## src/design/fmp_pkg.sv

```systemverilog
// ----------------------------------------------------------------------------
// fmp_pkg
// Shared constants and types for the Fibonacci modulo prime block: field
// widths, the prime, the Barrett constant and the multiplier tag format.
// ----------------------------------------------------------------------------
`default_nettype none

package fmp_pkg;

    localparam int INDEX_WIDTH = 64;
    localparam int VAL_WIDTH   = 30;

    typedef logic [VAL_WIDTH-1:0] val_t;

    localparam val_t PRIME = 30'd1000000007;

    // floor(2^62 / PRIME), fits in 33 bits
    localparam logic [32:0] BARRETT_M = 33'((64'd1 << 62) / 64'd1000000007);

    typedef struct packed {
        logic       sel_acc;
        logic [1:0] entry;
        logic       term;
    } op_tag_t;

    typedef struct packed {
        logic    valid;
        op_tag_t tag;
    } mm_ctl_t;

endpackage

`default_nettype wire

```

## src/design/fmp_modmul.sv

```systemverilog
// ----------------------------------------------------------------------------
// fmp_modmul
// Pipelined modular multiplier: res = (a * b) mod PRIME, four stages, one
// operand pair per cycle. Barrett reduction with a single correction step.
// ----------------------------------------------------------------------------
`default_nettype none

module fmp_modmul
    import fmp_pkg::*;
(
    input  wire logic    clk,
    input  wire logic    rst_n,
    input  wire mm_ctl_t in_ctl,
    input  wire val_t    a,
    input  wire val_t    b,
    output mm_ctl_t      out_ctl,
    output val_t         res,
    output logic         empty
);

    mm_ctl_t     ctl1_reg;
    mm_ctl_t     ctl2_reg;
    mm_ctl_t     ctl3_reg;
    mm_ctl_t     ctl4_reg;

    logic [59:0] prod_reg;
    logic [59:0] prod_next;
    logic [64:0] est_reg;
    logic [64:0] est_next;
    logic [31:0] lo2_reg;
    logic [31:0] lo3_reg;
    logic [31:0] qp_reg;
    logic [31:0] qp_next;
    val_t        res_reg;
    val_t        res_next;
    logic [31:0] diff;
    logic [31:0] diff_red;

    always_comb
    begin
        prod_next = {30'd0, a} * {30'd0, b};
        est_next  = {33'd0, prod_reg[59:28]} * {32'd0, BARRETT_M};
        qp_next   = {1'b0, est_reg[64:34]} * {2'b00, PRIME};
        diff      = lo3_reg - qp_reg;
        diff_red  = diff - {2'b00, PRIME};
        res_next  = (diff >= {2'b00, PRIME}) ? diff_red[VAL_WIDTH-1:0]
                                             : diff[VAL_WIDTH-1:0];
    end

    always_ff @(posedge clk or negedge rst_n)
    begin
        if (!rst_n)
        begin
            ctl1_reg <= '0;
            ctl2_reg <= '0;
            ctl3_reg <= '0;
            ctl4_reg <= '0;
        end
        else
        begin
            ctl1_reg <= in_ctl;
            ctl2_reg <= ctl1_reg;
            ctl3_reg <= ctl2_reg;
            ctl4_reg <= ctl3_reg;
        end
    end

    always_ff @(posedge clk)
    begin
        prod_reg <= prod_next;
        est_reg  <= est_next;
        lo2_reg  <= prod_reg[31:0];
        qp_reg   <= qp_next;
        lo3_reg  <= lo2_reg;
        res_reg  <= res_next;
    end

    assign out_ctl = ctl4_reg;
    assign res     = res_reg;
    assign empty   = !(ctl1_reg.valid || ctl2_reg.valid || ctl3_reg.valid
                       || ctl4_reg.valid);

endmodule

`default_nettype wire

```

## src/design/fibonacci_mod_prime.sv

```systemverilog
// ----------------------------------------------------------------------------
// fibonacci_mod_prime
// F(n) mod 1000000007 by square-and-multiply of [[0,1],[1,1]] over the bits
// of n, all scalar products on one pipelined modular multiplier.
//
//   channel  ports                  transfer
//   in       start, index[63:0]     start high while busy low
//   out      done, fib_value[29:0]  done high for one cycle
//
// Each index bit up to the highest set bit is handled in order: test the
// bit, issue 8 multiplier products for the square, drain the 4-stage
// multiplier, commit. A set bit adds 8 issues for the accumulator
// product. A final test of the emptied index raises done.
// busy stays high until done rises.
// Reset only clears control state. Results cannot be stalled.
// ----------------------------------------------------------------------------
`default_nettype none

module fibonacci_mod_prime
    import fmp_pkg::*;
(
    input  wire logic        clk,
    input  wire logic        rst_n,
    input  wire logic        start,
    input  wire logic [63:0] index,
    output logic             busy,
    output logic             done,
    output logic [29:0]      fib_value
);

    localparam logic [1:0] S_IDLE  = 2'd0;
    localparam logic [1:0] S_TEST  = 2'd1;
    localparam logic [1:0] S_ISSUE = 2'd2;
    localparam logic [1:0] S_WAIT  = 2'd3;

    logic [1:0]             state_reg;
    logic [1:0]             state_next;
    logic [3:0]             cnt_reg;
    logic [3:0]             cnt_next;
    logic                   done_reg;
    logic                   done_next;
    logic [INDEX_WIDTH-1:0] n_reg;
    logic [INDEX_WIDTH-1:0] n_next;
    val_t                   fib_reg;
    val_t                   fib_next;
    val_t                   term_reg;
    val_t                   term_next;
    val_t                   acc_reg   [4];
    val_t                   acc_next  [4];
    val_t                   base_reg  [4];
    val_t                   base_next [4];
    val_t                   nacc_reg  [4];
    val_t                   nacc_next [4];
    val_t                   nbase_reg [4];
    val_t                   nbase_next[4];

    op_tag_t                op_tag;
    logic [1:0]             a_idx;
    logic [1:0]             b_idx;
    mm_ctl_t                mm_in;
    val_t                   mm_a;
    val_t                   mm_b;
    mm_ctl_t                mm_out;
    val_t                   mm_res;
    logic                   mm_empty;
    logic [VAL_WIDTH:0]     sum;
    logic [VAL_WIDTH:0]     sum_red;
    val_t                   wval;

    fmp_modmul u_modmul (
        .clk     (clk),
        .rst_n   (rst_n),
        .in_ctl  (mm_in),
        .a       (mm_a),
        .b       (mm_b),
        .out_ctl (mm_out),
        .res     (mm_res),
        .empty   (mm_empty)
    );

    always_comb
    begin
        op_tag = n_reg[0] ? op_tag_t'(cnt_reg) : op_tag_t'({1'b0, cnt_reg[2:0]});
        a_idx  = {op_tag.entry[1], op_tag.term};
        b_idx  = {op_tag.term, op_tag.entry[0]};
        mm_a   = op_tag.sel_acc ? acc_reg[a_idx] : base_reg[a_idx];
        mm_b   = base_reg[b_idx];
        mm_in.valid = (state_reg == S_ISSUE);
        mm_in.tag   = op_tag;

        sum     = {1'b0, term_reg} + {1'b0, mm_res};
        sum_red = sum - {1'b0, PRIME};
        wval    = (sum >= {1'b0, PRIME}) ? sum_red[VAL_WIDTH-1:0] : sum[VAL_WIDTH-1:0];
    end

    always_comb
    begin
        state_next = state_reg;
        cnt_next   = cnt_reg;
        done_next  = 1'b0;
        n_next     = n_reg;
        fib_next   = fib_reg;
        term_next  = term_reg;
        acc_next   = acc_reg;
        base_next  = base_reg;
        nacc_next  = nacc_reg;
        nbase_next = nbase_reg;

        if (mm_out.valid)
        begin
            if (!mm_out.tag.term)
            begin
                term_next = mm_res;
            end
            else if (mm_out.tag.sel_acc)
            begin
                nacc_next[mm_out.tag.entry] = wval;
            end
            else
            begin
                nbase_next[mm_out.tag.entry] = wval;
            end
        end

        case (state_reg)
            S_IDLE:
            begin
                if (start)
                begin
                    n_next     = index[INDEX_WIDTH-1:0];
                    acc_next   = '{30'd1, 30'd0, 30'd0, 30'd1};
                    base_next  = '{30'd0, 30'd1, 30'd1, 30'd1};
                    state_next = S_TEST;
                end
            end
            S_TEST:
            begin
                cnt_next = 4'd0;
                if (n_reg == '0)
                begin
                    fib_next   = acc_reg[1];
                    done_next  = 1'b1;
                    state_next = S_IDLE;
                end
                else
                begin
                    state_next = S_ISSUE;
                end
            end
            S_ISSUE:
            begin
                cnt_next = cnt_reg + 4'd1;
                if (cnt_reg == {n_reg[0], 3'b111})
                begin
                    state_next = S_WAIT;
                end
            end
            S_WAIT:
            begin
                if (mm_empty)
                begin
                    base_next = nbase_reg;
                    if (n_reg[0])
                    begin
                        acc_next = nacc_reg;
                    end
                    n_next     = n_reg >> 1;
                    state_next = S_TEST;
                end
            end
            default:
            begin
                state_next = S_IDLE;
            end
        endcase
    end

    always_ff @(posedge clk or negedge rst_n)
    begin
        if (!rst_n)
        begin
            state_reg <= S_IDLE;
            cnt_reg   <= 4'd0;
            done_reg  <= 1'b0;
        end
        else
        begin
            state_reg <= state_next;
            cnt_reg   <= cnt_next;
            done_reg  <= done_next;
        end
    end

    always_ff @(posedge clk)
    begin
        n_reg     <= n_next;
        fib_reg   <= fib_next;
        term_reg  <= term_next;
        acc_reg   <= acc_next;
        base_reg  <= base_next;
        nacc_reg  <= nacc_next;
        nbase_reg <= nbase_next;
    end

    assign busy      = (state_reg != S_IDLE);
    assign done      = done_reg;
    assign fib_value = fib_reg;

endmodule

`default_nettype wire

```

## config.mk

```make
export PLATFORM = sky130hd
export DESIGN_NAME = fibonacci_mod_prime
export DESIGN_NICKNAME = d
export VERILOG_FILES = /design/src/design/fmp_pkg.sv /design/src/design/fmp_modmul.sv /design/src/design/fibonacci_mod_prime.sv
export SDC_FILE = /design/constraint.sdc
export NUM_CORES = 2
export LEC_CHECK = 0
export ABC_CLOCK_PERIOD_IN_PS = 26700
export BUFFER_PORTS_ARGS = -buffer_cell sky130_fd_sc_hd__buf_2
export CAP_MARGIN = 20
export CORE_MARGIN = 1.5
export CORE_UTILIZATION = 35
export CTS_CLUSTER_DIAMETER = 60
export DETAILED_ROUTE_END_ITERATION = 10
export GPL_ROUTABILITY_DRIVEN = 0
export GPL_TIMING_DRIVEN = 1
export PLACE_DENSITY = 0.59
export SLEW_MARGIN = 25
export SYNTH_ARGS = -nofsm -noshare
export SYNTH_HDL_FRONTEND = slang
export SYNTH_SLANG_ARGS = --single-unit
export TNS_END_PERCENT = 10
```

## constraint.sdc

```tcl
create_clock -name clk -period 26.7 [get_ports clk]
set_clock_uncertainty 0.15 [all_clocks]
set_input_delay 1.335 -clock clk [delete_from_list [all_inputs] [get_ports clk]]
set_output_delay 1.335 -clock clk [all_outputs]
set_load 0.05 [all_outputs]
```

# == Yosys cells after proc, flatten, opt, wreduce, memory -nomap -nowiden ==
# Cells that the tools add are included.
# word_totals
output_inout_bits,32
reg_bits,881
in_bits,67
# op_classes
n_eq_ne,8
addsub,5
multipliers,3
bitwise_logic,5
order_cmp,6
n_reduce_logical,16
muxes,35
# op_table
operator,count
$mux 120,5
$pmux 120 s2,2
$mux 30,10
$bwmux 120,2
$bmux 30 s2,3
$mux 64,2
$pmux 64 s2,1
$logic_not 64->1,1
$mul 32x32->64 const B,1
$demux 30 s2,1
$mul 30x30->60,1
$sub 30x30->30 const B,2
$ge 32x30->1 const B,1
$mul 31x30->32 const B,1
$sub 32x32->32,1
$add 30x30->31,1
$ge 31x30->1 const B,1
$reduce_and 3->1,4
$ge 3x3->1 const B,3
$not 2->3,3
$mux 2,4
$ne 2x2->1 const B,4
$pmux 2 s4,1
$pmux 4 s2,1
14 further kinds,22

# == Logic depth before layout (Yosys ltp) ==
# logic_depth
depth_word,7
mapped_depth,36
ltp_nobuf,32

# == Hierarchy ==
# A second synthesis with hierarchy kept.
# unflattened
cells_unflattened,7722
hier_area_um2,85550.8
# modules_own_cells
module,area_per_inst_um2,cells_per_inst,instances
fmp_modmul,58860.2,6097,1
fibonacci_mod_prime,26690.6,1625,1

# == Worst setup path before layout ==
# Ideal clock, no wire load.
# synth_timing
path_kind,input to register
startpoint,input start
endpoint,register acc_reg[0] (netlist bit) (enable)
t_required_ps,25803
t_arrival_ps,9619
n_path_buf,0
slack_ps,16184
path_stages,2
cell_sequence,o21ai_0 nor3_1
# synth_between
elab_chain_cells,2
# synth_rtl
item,line,source
from (decl),fibonacci_mod_prime.sv:24,"input wire logic start,"
$ne 2x2->1 (no source line),--,
$reduce_and 4->1 (no source line),--,
to (signal assigned),fibonacci_mod_prime.sv:199,acc_reg <= acc_next;
to (decl),fibonacci_mod_prime.sv:48,val_t acc_reg [4];
# No other way between the ends.
# A chain may end at the register's enable or synchronous reset.

# == Worst setup path after layout ==
# layout_timing
startpoint,register cnt_reg[0]
endpoint,register u_modmul.prod_reg[58]
# layout_between
elab_chain_cells,7
elab_cells_between_ends,14
classes_between,1 x mul; 11 x mux; 2 x bitwise
# layout_rtl
item,line,source
from (decl),fibonacci_mod_prime.sv:38,logic [3:0] cnt_reg;
from (signal assigned),fibonacci_mod_prime.sv:189,cnt_reg <= cnt_next;
$mux 4 (*),fibonacci_mod_prime.sv:83,"op_tag = n_reg[0] ? op_tag_t'(cnt_reg) : op_tag_t'({1'b0, cnt_reg[2:0]});"
$not 2->3 (implied by the code),fibonacci_mod_prime.sv:86,mm_a = op_tag.sel_acc ? acc_reg[a_idx] : base_reg[a_idx];
$bmux 30 s2,fibonacci_mod_prime.sv:86,
$mux 30 (implied by the code) (2 in series),fibonacci_mod_prime.sv:86,
$mux 30,fibonacci_mod_prime.sv:86,
$mul 30x30->60 (*),fmp_modmul.sv:41,"prod_next = {30'd0, a} * {30'd0, b};"
net u_modmul.prod_next[58],fmp_modmul.sv:27,logic [59:0] prod_next;
to (signal assigned),fmp_modmul.sv:70,prod_reg <= prod_next;
to (decl),fmp_modmul.sv:26,logic [59:0] prod_reg;
# Mark *: on every way through the listed nets, which the timed path passes. The rest lies on a longest branch. The select of a mux whose other input is x is not followed.

==> out/qor.yml <==
clk_latency_ps: 740
die_w_um: 493
antenna_found_initial: 12
grt_pass1_wl_um: 359000
yosysUniqueCellTypes: 94
critPathKind: "flip-flop to flip-flop"
htree_levels: 3
cts_tree: "done"
postRouteAntennaNets: 0
ys_async_sr_fraction: 0.0318
startpoint_type: "flip-flop"
gr-usage-all-layers: 0.194
fin_nets: 9954
initial_core_util: 0.353
reg2reg_to: "u_modmul.prod_reg[58]$_DFF_P_"
top_level_ports: 99
cts-buffers-inserted: 91
arrival_ps: 11140
hold_path_class: "flip-flop to flip-flop"
dpl.hpwl_um: 178000
max_stage_delay_ps: 770
maxCapViolCount: 0
max_freq_ghz: 0.0937
syn_inst: 7674
grt_pass1_vias: 59600
synth_ff_type: "edfxtp_1"
wl_per_cell_um: 21.1
yosysWarnings: 0
period_needed_ps: 10680
cts_buffer_depth: 3
grt_max_degree: 185
syn2layout_area_growth_pct: 9.50
postCtsResizedCells: 0
drive_gt1_frac: 0.0829
worstSetupStartpoint: "cnt_reg[0]$_DFFE_PN0P_"
rrSetupSlack_ps: 16020
port_buffers: 98
path_max_fanout: 125
dieArea_um2: 243000
rsz0062_at_grt: "false"
slew_headroom: 0.288
drt-vias-per-instance: 5.06
hold_viol_final: 0
path_common_cell: "fa_1"
finalSetupViolCount: 0
postCtsSetupBuffers: 0
syn_area_per_cell_um2: 11.0
finalCritPeriodShare: 0.400
synth-seq-cells: 848
overflow: 0
maxSlewViolCount: 0
synth_nets: 9881
tightest_slew_ps: 1050
cp.required_ps: 27160
setup.worst_path.end: "u_modmul.prod_reg[58]$_DFF_P_"
netlist_area_um2: 84100
end_kind: "flip-flop"
vias: 55700
drc: 0
fp.dieH_um: 493
rows: 179
synth-edff-count: 604
hold_depth: 0
drtIter0Drc: 4600
clock-sinks: 848
setup_tns_ps: 0
ff2ff_path_depth: 28
dr.pass1.iters: 5
routed_wl_um: 232000
clkTransAtPathRegs_ps: 60
hold_buffers: 0
fp.coreArea_um2: 239000
outcome: "finished clean"
rr_startpoint: "cnt_reg[0]$_DFFE_PN0P_"
cts-root-buf: "clkbuf_16"
crit_slowest_cell: "mux2i_4"
ys_seq_area_frac: 0.275
## metrics by stage
| step | worst slack [ps] | hold WS (ps) | std cells | util | cell area (um^2) |
|---|---|---|---|---|---|
| after floorplan | 16180 | 160 | 7674 | - | 84100 |
| after global placement | 16180 | 162 | 10800 | 0.373 | 89000 |
| after detailed placement | 16070 | 162 | 10800 | 0.373 | 89000 |
| after CTS | 16020 | 172 | 11000 | 0.386 | 92100 |
| after global routing | 15480 | 177 | 11000 | 0.386 | 92100 |
| final | 16020 | 171 | 11000 | 0.386 | 92100 |
## routing by layer
metal	GRT usage	vias to the layer above	wire [um]
met2	0.306	2166	105000
met5	0	-	25
li1	-	24700	-
met4	0.0747	4	10000
met3	0.0403	485	19800
met1	0.260	28300	97300
## area by class of cell
cell class,count,area (um^2)
Clock inverter,47,566
Clock buffer,123,2510
Sequential cell,848,23200
Inverter,1584,5950
Multi-Input combinational cell,5006,54500
Fill cell,23000,146000
Tap cell,3167,3960
Timing Repair Buffer,216,1450
Antenna cell,3,7.51
## cell usage after synthesis (all sizes together), types with 52 or more instances
cell type,n,area share
inv,1584,0.071
fa,1261,0.30
ha,879,0.13
nor2,637,0.028
edfxtp,604,0.22
nand2,472,0.021
and2,256,0.019
dfxtp,217,0.052
clkbuf,206,0.0092
a21oi,168,0.010
xnor2,159,0.017
o21ai,129,0.0077
mux2,121,0.016
a21o,80,0.0071
nand3,74,0.0044
xor2,73,0.0076
nand2b,72,0.0054
mux4,63,0.017
mux2i,60,0.0071
o21a,54,0.0048
a211oi,52,0.0048
## worst min-delay path by stage
stage | startpoint | end | slack, ps
floorplan | u_modmul.prod_reg[0]$_DFF_P_ | u_modmul.lo2_reg[0]$_DFF_P_ | 160
global placement | u_modmul.lo2_reg[16]$_DFF_P_ | u_modmul.lo3_reg[16]$_DFF_P_ | 160
detailed placement | u_modmul.lo2_reg[13]$_DFF_P_ | u_modmul.lo3_reg[13]$_DFF_P_ | 160
CTS | u_modmul.lo2_reg[19]$_DFF_P_ | u_modmul.lo3_reg[19]$_DFF_P_ | 170
global route | u_modmul.lo2_reg[19]$_DFF_P_ | u_modmul.lo3_reg[19]$_DFF_P_ | 180
finish | u_modmul.lo2_reg[19]$_DFF_P_ | u_modmul.lo3_reg[19]$_DFF_P_ | 170
## cells by family (layout without fill, tap and decap cells)
family,after synthesis,count (layout),share of synthesized area
muxes,244,244,0.0402
buffers and inverters,1820,1970,0.0815
adders and majority gates,2140,2140,0.431
xor gates and xnor gates,232,232,0.0242
and+or+nand+nor,1718,1718,0.0939
AOI/OAI and AO/OA,672,672,0.0541
other,0,3,0
DFF,848,848,0.275
## worst max-delay path: cells and delay by family (launching register included)
family	cells	cell delay [ps]
flops	1	650
mux	2	1410
compound gates	9	2680
xor+xnor	1	150
simple gates	2	240
fa+ha+maj	9	4360
buf+inv	5	820
## cell usage in the layout, fill, tap and decap left out, types with 27 or more instances in the layout
master     count
inv_1       1584
fa_1        1261
ha_1         877
nor2_1       630
edfxtp_1     604
nand2_1      472
and2_1       255
dfxtp_1      217
a21oi_1      167
xnor2_1      155
mux2_2       120
buf_4        112
buf_2         98
o21ai_0       95
clkbuf_16     94
a21o_1        80
nand3_1       74
nand2b_1      72
xor2_1        70
mux4_2        63
o21a_1        54
a211oi_1      50
nor3_1        42
mux2i_1       40
nand4_1       27
nor2b_1       27
Power is not shown: default switching activity piles up to over one toggle a cycle in this logic, so the estimate is an artifact.
